File: src/mdh_pkg.sv
// Shared types and constants for the midpoint displacement height map.
// Used by the channel interfaces, the arithmetic unit and the top level.
`timescale 1ns / 1ps
`default_nettype none

package mdh_pkg;

    // Field widths of the channels and internal data paths.
    localparam int CMD_W       = 2;
    localparam int VAL_W       = 16;
    localparam int COORD_W     = 7;
    localparam int DISP_W      = 17;
    localparam int ACC_W       = 19;
    localparam int MUL_W       = 19;
    localparam int PROD_W      = 2 * MUL_W;
    localparam int RECIP_SHIFT = 20;
    localparam int BLUR_W      = 2;
    localparam int CFG_IDX_W   = 1;

    // Commands carried by the input channel.
    typedef enum logic [CMD_W-1:0] {
        CMD_RAND    = 2'd0,
        CMD_READ    = 2'd1,
        CMD_RESTART = 2'd2
    } t_cmd;

    // Configuration register indexes.
    localparam logic [CFG_IDX_W-1:0] CFG_NOISE = 1'b0;
    localparam logic [CFG_IDX_W-1:0] CFG_BLUR  = 1'b1;

    localparam logic [VAL_W-1:0]  NOISE_RESET = 16'd32768;
    localparam logic [BLUR_W-1:0] BLUR_RESET  = 2'd2;
    localparam logic [DISP_W-1:0] DISP_UNIT   = 17'h10000;

    // Reciprocals in units of 2^-RECIP_SHIFT, rounded down.
    localparam logic [MUL_W-1:0] RECIP3 = 19'd349525;
    localparam logic [MUL_W-1:0] RECIP5 = 19'd209715;
    localparam logic [MUL_W-1:0] RECIP8 = 19'd131072;

    // Operand selection of the shared multiplier.
    typedef enum logic [1:0] {
        MS_DISP,
        MS_LEVEL,
        MS_DIV
    } t_mul_src;

    // Neighbor count of a smoothing point.
    typedef enum logic [1:0] {
        W_THREE,
        W_FIVE,
        W_EIGHT
    } t_wsel;

    // Control word from the sequencer to the arithmetic unit.
    typedef struct packed {
        logic     acc_clr;
        logic     acc_en;
        logic     mul_en;
        t_mul_src mul_src;
        logic     mean_en;
        logic     mean_four;
        t_wsel    wsel;
    } t_alu_ctl;

endpackage

`default_nettype wire

File: src/mdh_alu.sv
// Shared arithmetic unit: accumulator, one registered multiplier, displacement
// clamp and reciprocal division with correction. Depends on mdh_pkg.
`timescale 1ns / 1ps
`default_nettype none

module mdh_alu import mdh_pkg::*; (
    input  logic              i_clk,
    input  t_alu_ctl          i_ctl,
    input  logic [VAL_W-1:0]  i_rdata,
    input  logic [VAL_W-1:0]  i_rand,
    input  logic [VAL_W-1:0]  i_noise,
    input  logic [DISP_W-1:0] i_disp,
    output logic [VAL_W-1:0]  o_gen_height,
    output logic [VAL_W-1:0]  o_smooth_height,
    output logic [DISP_W-1:0] o_level_disp
);

    localparam int SW = VAL_W + 3;

    logic [ACC_W-1:0]  r_acc;
    logic [PROD_W-1:0] r_prod;
    logic [VAL_W-1:0]  r_mean;

    logic [MUL_W-1:0]  opa;
    logic [MUL_W-1:0]  opb;
    logic [MUL_W-1:0]  recip;
    logic [3:0]        wv;
    logic [VAL_W-1:0]  quot;
    logic [ACC_W-1:0]  qw;
    logic [ACC_W-1:0]  rem;
    logic signed [SW-1:0] v;

    // Reciprocal and divisor for the current neighbor count.
    always_comb begin
        case (i_ctl.wsel)
            W_THREE: begin
                recip = RECIP3;
                wv    = 4'd3;
            end
            W_FIVE: begin
                recip = RECIP5;
                wv    = 4'd5;
            end
            default: begin
                recip = RECIP8;
                wv    = 4'd8;
            end
        endcase
    end

    // Multiplier operand selection.
    always_comb begin
        case (i_ctl.mul_src)
            MS_DISP: begin
                opa = MUL_W'(i_rand);
                opb = MUL_W'(i_disp);
            end
            MS_LEVEL: begin
                opa = MUL_W'(i_noise);
                opb = MUL_W'(i_disp);
            end
            default: begin
                opa = MUL_W'(r_acc);
                opb = recip;
            end
        endcase
    end

    // Accumulator, product and mean registers.
    always_ff @(posedge i_clk) begin
        if (i_ctl.acc_clr) begin
            r_acc <= '0;
        end else if (i_ctl.acc_en) begin
            r_acc <= r_acc + ACC_W'(i_rdata);
        end
        if (i_ctl.mul_en) begin
            r_prod <= PROD_W'(opa) * PROD_W'(opb);
        end
        if (i_ctl.mean_en) begin
            r_mean <= i_ctl.mean_four ? VAL_W'(r_acc >> 2) : VAL_W'(r_acc >> 1);
        end
    end

    // Mean plus scaled random offset, clamped to the height range.
    always_comb begin
        v = signed'({3'b000, r_mean})
          + signed'({2'b00, r_prod[VAL_W +: DISP_W]})
          - signed'({3'b000, i_disp[DISP_W-1:1]});
        if (v < 0) begin
            o_gen_height = '0;
        end else if (v > signed'(SW'(16'hFFFF))) begin
            o_gen_height = '1;
        end else begin
            o_gen_height = v[VAL_W-1:0];
        end
    end

    // Quotient estimate is exact or one low; a single compare fixes it.
    always_comb begin
        quot = r_prod[RECIP_SHIFT +: VAL_W];
        case (i_ctl.wsel)
            W_THREE: qw = (ACC_W'(quot) << 1) + ACC_W'(quot);
            W_FIVE:  qw = (ACC_W'(quot) << 2) + ACC_W'(quot);
            default: qw = ACC_W'(quot) << 3;
        endcase
        rem = r_acc - qw;
        o_smooth_height = (rem >= ACC_W'(wv)) ? quot + VAL_W'(1) : quot;
    end

    assign o_level_disp = r_prod[VAL_W +: DISP_W];

endmodule

`default_nettype wire

File: config.mk
export PLATFORM = sky130hd
export DESIGN_NAME = mdh_alu
export DESIGN_NICKNAME = d
export VERILOG_FILES = /design/src/mdh_pkg.sv /design/src/mdh_alu.sv
export SDC_FILE = /design/constraint.sdc
export NUM_CORES = 1
export LEC_CHECK = 0
export ABC_AREA = 1
export BUFFER_PORTS_ARGS = -buffer_cell sky130_fd_sc_hd__buf_2
export CORE_MARGIN = 5
export CORE_UTILIZATION = 65
export CTS_CLUSTER_DIAMETER = 30
export DETAILED_ROUTE_END_ITERATION = 16
export PLACE_DENSITY_LB_ADDON = 0.05
export SYNTH_ARGS = -nofsm -noshare
export SYNTH_HDL_FRONTEND = slang
export SYNTH_SLANG_ARGS = --single-unit
File: constraint.sdc
create_clock -name i_clk -period 19.4 [get_ports i_clk]
set_clock_uncertainty 0.2 [all_clocks]
set_input_delay 2.91 -clock i_clk [delete_from_list [all_inputs] [get_ports i_clk]]
set_output_delay 2.91 -clock i_clk [all_outputs]
set_load 0.005 [all_outputs]
# After elaboration in Yosys (flattened, before gate mapping)
# Index checks and enable logic that the tools add are counted.
dict set report totals {
  regBits 71
  input_bits 75
  out_inout_bits 49
  elab_cells 28
}
dict set report op_classes {
  addsub 7
  n_mul 1
  order_cmp 3
  n_eq_ne 2
  muxes 9
  reduce_logical 3
}
# cell count
set op_table {}
lappend op_table {{$pmux W19 S2} 3}
lappend op_table {{$mux W16} 4}
lappend op_table {{$mul A19 B19 Y36} 1}
lappend op_table {{$add A18 B16 Y19} 1}
lappend op_table {{$add A19 B16 Y19} 1}
lappend op_table {{$ge A19 B4 Y1} 1}
lappend op_table {{$gt A19 B17 Y1 const B} 1}
lappend op_table {{$lt A19 B1 Y1 const B} 1}
lappend op_table {{$mux W19} 1}
lappend op_table {{$sub A18 B16 Y19} 1}
lappend op_table {{$sub A19 B19 Y19} 1}
lappend op_table {{$add A16 B17 Y18} 1}
lappend op_table {{$add A17 B16 Y18} 1}
lappend op_table {{$add A16 B1 Y16 const B} 1}
lappend op_table {{$pmux W4 S2} 1}
lappend op_table {{$eq A2 B1 Y1 const B} 2}
lappend op_table {{$logic_not A2 Y1} 2}
lappend op_table {{$reduce_or A2 Y1} 1}

# Longest topological paths before layout
# Gate-level depths: netlist of run 1.
dict set report logic_depth {
  word_depth 5
  mapped_depth 35
}

# Least setup slack after synthesis of run 1
# No wires, ideal clock.
dict set report synth_timing {
  path_kind {input to register}
  start {in i_ctl[5] (netlist bit)}
  end {reg r_prod[29], data pin}
  arrival_time_ns 8.641
  t_required_ns 18.940
  path_slack_ns 10.299
  cell_stages 29
  cell_sequence {buf_4 -> buf_2 -> inv_2 -> nor2_2 -> inv_1 -> buf_2 -> o21ai_1 -> buf_2 -> nor2_1 -> fa_1 -> fa_1 -> inv_1 -> fa_1 -> inv_1 -> fa_1 -> fa_1 -> inv_1 -> fa_1 -> inv_1 -> ha_1 -> nand2_1 -> inv_1 -> nand2_1 -> nor3_1 -> nand3_1 -> o21ai_0 -> nand3_1 -> nand2_1 -> xor2_1}
}
dict set report synth_via {
  elab_chain_len 4
  elab_cells_between_ends 6
  cone_classes {1 x mul; 1 x eq/ne; 2 x mux; 2 x reduce/logical}
}
# element line_no
set synth_rtl {}
lappend synth_rtl {{start: declaration} mdh_alu.sv:8} ;# input t_alu_ctl i_ctl,
lappend synth_rtl {{$eq A2 B1 Y1 or $logic_not A2 Y1 (tied branches)} mdh_alu.sv:53} ;# case (i_ctl.mul_src)
lappend synth_rtl {{$reduce_or A2 Y1 (no line)} n/a}
lappend synth_rtl {{$mux W19} mdh_alu.sv:53}
lappend synth_rtl {{$mul A19 B19 Y36 (*)} mdh_alu.sv:77} ;# r_prod <= PROD_W'(opa) * PROD_W'(opb);
lappend synth_rtl {{end signal: assignment} mdh_alu.sv:77}
lappend synth_rtl {{end: declaration} mdh_alu.sv:21} ;# logic [PROD_W-1:0] r_prod;
# Mark *: on every way between the ends. The rest lies on a longest branch, timed or not.
# A chain may end at the register's enable or synchronous reset.

# Worst setup path after layout of run 1
dict set report layout_timing {
  start {in i_ctl[1] (netlist bit)}
  end {reg r_prod[29], data pin}
}
dict set report layout_via {
  elab_chain_len 4
  elab_cells_between_ends 5
  cone_classes {1 x mul; 1 x eq/ne; 2 x mux; 1 x reduce/logical}
}
# element line_no
set layout_rtl {}
lappend layout_rtl {{$eq A2 B1 Y1 or $logic_not A2 Y1 (tied branches)} mdh_alu.sv:35} ;# case (i_ctl.wsel)
lappend layout_rtl {{$pmux W19 S2 (*)} mdh_alu.sv:35}
lappend layout_rtl {{$mux W19 (*)} mdh_alu.sv:53}
lappend layout_rtl {{$mul A19 B19 Y36 (*)} mdh_alu.sv:77}
# Marked as above.

==> results.yml, run 1 <==
route:
  route.met3.wl_mm: 9.36
  routed_wl_mm: 66.4
  wl_met1_mm: 25.6
  drc: 0
  detail_route.wl_per_cell_um: 20.6
  drt-initial-drc-count: 1945
  routed_via_density: 5.85
  vias: 18810
  ant_nets: 0
  dr_wl_met2_mm: 27.9
  dr.pass1.iters: 7
  top_layer: "met5"
cells_and_area:
  mostFrequentLayoutCells: "665 x inv_1, 551 x nand2_1, 309 x nor2_1"
  areaGrowthSynthToFinish_pct: 5.24
  fin_nets: 3399
  regArea_um2: 1460
  diodes: 0
  layout-drive-gt1-share_pct: 6.09
  fillCellCount: 2529
  mostFrequentLayoutCell: "inv_1"
  multi_input_area_um2: 15200
clocking:
  clk_latency_ps: 320
  postCtsHoldBufs: 0
  cts_htree_levels: 2
  cts_root_buf: "clkbuf_16"
  ctsResizeCount: 0
  clock_sinks: 55
  cts_tree: "done"
  clkTransAtPathRegs_ps: 90
  post_cts_buffers: 0
  numCtsBuffers: 5
  clockBufferDepth: 2
worst_setup_path:
  r2r_slack_ps: 11860
  worst_setup_path_end_kind: "flip-flop"
  cp_max_fo: 21
  cp-startpoint: "i_ctl[1]"
  startpoint_type: "input pin"
  path_class: "in2reg"
  r2r-start: "r_acc[6]$_SDFFE_PP0P_"
  ff2ff_path_depth: 23
  r2r_end: "r_prod[29]$_DFFE_PP_"
  cp.required_ps: 19280
  critPathArrivalTime_ps: 10830
timing:
  layout_min_cycle_time_ps: 10950
  final-hold-violation-count: 0
  drv_slew: 0
  relSlewSlack_pct: 26.6
  setup_viol: 0
  rsz0062_at_grt: "no"
  worstMarginPinSlew_ps: 1090
  setup_tns_ps: 0
  fin_crit_sh_pct: 56.4
  fmax_mhz: 91.3
placed_design:
  gp_congestion: 1.05
  dp_hpwl_mm: 55.7
  io_buffers: 123
logic_synthesis:
  synthArstFlopShare_pct: 0
  synth_seq_cells: 55
  synth_ff_type: "edfxtp_1"
  synthCells: 2742
  yosysSeqAreaShare_pct: 7.46
  yosysUniqueCellTypes: 56
  synth_edf_count: 36
  ys_warn_count: 0
  syn_area_um2: 19600
  synth.avg_cell_area_um2: 7.15
floorplanning:
  die_w_um: 184
  fp.dieH_um: 184
  dieArea_um2: 33700
  core-area_um2: 29700
  io_pins: 124
  rows: 63
  initial_core_util_pct: 66.0
global_routing:
  grt_overflow: 0
  antenna_found_initial: 2
  track_usage_pct: 39.7
  grt_pass1_wl_mm: 103
  grt_max_degree: 32
  grt_pass1_vias: 19090
min_path:
  hold_path.class: "reg2reg"
  min-delay-start: "r_acc[0]$_SDFFE_PP0P_"
  min_to: "r_acc[0]$_SDFFE_PP0P_"
  hold_path_depth: 2
job:
  cap_violations: 0
run_status:
  status: "completed"
## how the worst max path moves through the flow
stage                                      end  slack (ps)  cells after the start
after floorplan           r_prod[29]$_DFFE_PP_       10300                     29
after global placement    r_prod[28]$_DFFE_PP_        8530                     25
after detailed placement  r_prod[28]$_DFFE_PP_        8350                     25
after CTS                   o_smooth_height[1]        8570                     21
after global routing      r_prod[29]$_DFFE_PP_        8110                     26
final                     r_prod[29]$_DFFE_PP_        8450                     26
## area by class of cell
cell class                      count  share of cell area, %
Clock buffer                        5                  0.607
Sequential cell                    55                   7.09
Inverter                          685                   12.5
Clock inverter                      3                  0.164
Multi-Input combinational cell   1941                   73.9
Tap cell                          390                   2.37
Timing Repair Buffer              135                   3.42
## logic make-up (layout without fill, tap and decap cells)
logic type / after synthesis / in the layout / share of synthesized area [%]
mux: 1 / 1 / 0.0575
buf+inv: 756 / 828 / 15.0
xor+xnor: 61 / 61 / 2.76
compound gates: 344 / 344 / 9.97
fa+ha+maj: 501 / 501 / 43.7
other cells: 2 / 12 / 0.0383
flops: 55 / 55 / 7.46
simple gates: 1022 / 1022 / 21.0
## critical path, cell delays in order
cell      delay (ps)
buf_2            400
inv_2            240
nand2_1          690
nand2_1          220
o21ai_1          490
clkinv_1         570
nand2_1          230
fa_1             480
fa_1             560
inv_1             60
fa_1             500
inv_1             50
fa_1             550
fa_1             430
fa_1             610
inv_1             70
ha_1             400
nand2_1          140
inv_1             70
nand2_1           80
nor3_1           210
nand3_1          100
o21ai_0          410
nand3_1          130
nand2_1          110
xor2_1            70
## registers in the layout, indices dropped and copies added, names as in the netlist
name	cells
r_prod	20
r_acc	19
r_mean	16
## cell usage after synthesis, types with 3 or more instances
cell / n / area (um2)
buf_2: 9 / 45.0
dfxtp_1: 19 / 380
a21o_1: 11 / 82.6
nand3_1: 97 / 485
buf_1: 5 / 18.8
nor2_1: 309 / 1160
nand2_2: 4 / 25.0
inv_2: 6 / 22.5
clkbuf_1: 36 / 135
nand3b_1: 8 / 60.1
ha_1: 195 / 2440
fa_1: 306 / 6130
o221ai_1: 6 / 52.6
o21bai_1: 5 / 37.5
buf_4: 18 / 135
a21oi_2: 3 / 26.3
nor4_1: 4 / 25.0
a21oi_1: 135 / 676
o21a_1: 18 / 135
nand4_1: 18 / 113
clkinv_1: 14 / 52.6
inv_1: 665 / 2500
a211oi_1: 6 / 45.0
a31oi_1: 9 / 56.3
o21ai_0: 108 / 541
o211ai_1: 6 / 45.0
or2_2: 4 / 25.0
o22ai_1: 4 / 25.0
a22oi_1: 3 / 22.5
buf_6: 3 / 33.8
xnor2_1: 21 / 184
nand2_1: 551 / 2070
o2111ai_1: 3 / 26.3
o21ai_1: 14 / 70.1
xor2_1: 39 / 342
nor3_1: 19 / 95.1
edfxtp_1: 36 / 1080
## per-stage QoR
stage	util (%)	cells	worst slack, ps	hold WS [ps]	area (um2)
2_1_floorplan	-	2752	10300	272	19600
3_3_place_gp	68.9	3206	8530	373	20500
3_5_place_dp	68.9	3206	8350	397	20500
4_1_cts	69.4	3214	8570	409	20600
5_1_grt	69.4	3214	8110	454	20600
6_report	69.4	3214	8450	427	20600
## metal layers
metal / global-route usage (%) / vias to the layer above
met2: 59.6 / 1191
met1: 53.1 / 8884
met5: 0 / -
met3: 13.2 / 254
met4: 16.2 / 2
li1: - / 8479
Power of run 1 is left out: the tool's default activity adds up to more than one toggle a clock period on the data nets, which glitch-free logic cannot reach.
==> run 2, diff against run 1 <==
Clock period 19.4 ns to 11.16 ns, I/O delays scaled along.
==> run 2 against run 1 <==
Sequential share of layout area barely moved. Design area increased by 0.33%. Die area unchanged. Via count grew 0.52%. Clock-buffer cell count unchanged. Worst hold slack worse by 31 ps. Register-to-register slack got worse by 8200 ps. Critical path depth unchanged. Core utilization is 0.23 points higher. Highest routed layer is now met4.
==> results.yml, run 2 (synthesis results as in run 1) <==
run_status:
  status: "completed"
timing:
  drv_slew: 0
  setup_tns_ps: 0
  setup_viol: 0
  rsz0062_at_grt: "no"
  fin_crit_sh_pct: 86.7
  worstMarginPinSlew_ps: 1060
  fmax_mhz: 103
  relSlewSlack_pct: 28.5
  final-hold-violation-count: 0
  layout_min_cycle_time_ps: 9670
worst_setup_path:
  path_common_cell: "fa_1"
  slowest_stage: "o21ai_1"
  cp_max_fo: 26
  critPathArrivalTime_ps: 9550
  worst-path-buf-inv: 8
  critPathTopFamily: "adder cells"
  cp.required_ps: 11040
  path_class: "in2reg"
  startpoint_type: "input pin"
  worst_setup_path_end_kind: "flip-flop"
  slowest_delay_ps: 700
route:
  routed_via_density: 5.86
  routed_wl_mm: 66.3
  drt-initial-drc-count: 2000
  detail_route.wl_per_cell_um: 20.6
  ant_nets: 0
  vias: 18908
  drc: 0
  dr.pass1.iters: 6
floorplanning:
  core-area_um2: 29700
  io_pins: 124
  fp.dieH_um: 184
  initial_core_util_pct: 66.0
  rows: 63
  die_w_um: 184
  dieArea_um2: 33700
placed_design:
  postPlaceCellArea_um2: 20500
  io_buffers: 123
  dp_hpwl_mm: 55.8
  gp_congestion: 1.05
cells_and_area:
  areaGrowthSynthToFinish_pct: 5.59
  layout-drive-gt1-share_pct: 6.39
  largest_reg_flops: 20
  mostFrequentLayoutCells: "665 x inv_1, 551 x nand2_1, 309 x nor2_1"
  largest-register: "r_prod"
  reg.largest.list: "r_prod (20), r_acc (19), r_mean (16)"
  regArea_um2: 1460
  multi_input_area_um2: 15200
  post-route-util_pct: 69.6
  fin_nets: 3409
  fillCellCount: 2496
  final_area_um2: 20700
  mostFrequentLayoutCell: "inv_1"
clocking:
  numCtsBuffers: 5
  cts_htree_levels: 2
  clock_sinks: 55
  postCtsHoldBufs: 0
  cts_tree: "done"
  ctsResizeCount: 0
  clkTransAtPathRegs_ps: 90
  clk_latency_ps: 320
  cts_root_buf: "clkbuf_16"
  post_cts_buffers: 0
  clockBufferDepth: 2
global_routing:
  track_usage_pct: 39.8
  grt_max_degree: 32
  antenna_found_initial: 1
  grt_pass1_vias: 18826
  grt_pass1_wl_mm: 103
  grt_overflow: 0
job:
  cap_violations: 0
min_path:
  hold_path.class: "reg2reg"
## run 2: cell types whose count changed in the layout (fill, tap and decap cells not counted)
cell	delta
a21oi_1	+1
a21oi_2	-1
inv_6	-1
inv_8	+1
clkinv_4	+1
buf_4	+10
diode_2	+1
clkinv_8	-1
## run 2: final cells by class
| class | count | share of cell area, % |
|---|---|---|
| inverters | 685 | 12.4 |
| repair buffers | 145 | 3.77 |
| multi-input cells | 1941 | 73.6 |
| diodes | 1 | 0.0121 |
| flip-flops and latches | 55 | 7.06 |
| well taps | 390 | 2.36 |
| clock buffers | 5 | 0.605 |
| clock inverters | 3 | 0.139 |
## run 2: stage by stage
step	hold slack [ps]	worst slack, ps	cells
2_1_floorplan	272	3300	2752
3_3_place_gp	353	1680	3216
3_5_place_dp	368	1560	3216
4_1_cts	382	1840	3224
5_1_grt	442	1330	3225
6_report	396	1490	3225
## run 2: worst paths after layout
kind / endpoint / cells past startpoint / slack [ps] / from
setup / recovery: r_prod[29]$_DFFE_PP_ / 26 / 1490 / i_ctl[5]
hold / removal: r_acc[0]$_SDFFE_PP0P_ / 2 / 400 / r_acc[0]$_SDFFE_PP0P_
setup reg to reg: r_prod[34]$_DFFE_PP_ / 23 / 3700 / r_acc[10]$_SDFFE_PP0P_
hold reg to reg: r_acc[0]$_SDFFE_PP0P_ / 2 / 400 / r_acc[0]$_SDFFE_PP0P_
## run 2: layer usage
layer | wire length (um) | GRT usage [%] | share of wire [%]
met1 | 26400 | 55.2 | 40
met2 | 27900 | 59.3 | 42
met3 | 9160 | 12.6 | 14
met4 | 2870 | 14.0 | 4.3
met5 | 0 | 0 | 0
## run 2: worst reg2reg max path: stages, from the launching register on
cell and delay [ps]:
dfxtp_1 530, nor2_1 90, nor2_1 160, o21a_1 780
inv_1 390, nor2_1 240, fa_1 440, fa_1 520
inv_1 70, fa_1 480, inv_1 60, fa_1 490
inv_1 60, fa_1 540, inv_1 50, fa_1 440
ha_1 350, nand2_1 130, nor3_1 410, a21oi_1 140
o21ai_1 330, nand4_1 190, nand3_1 110, nand2_1 50
Power of run 2 is left out for the same reason.
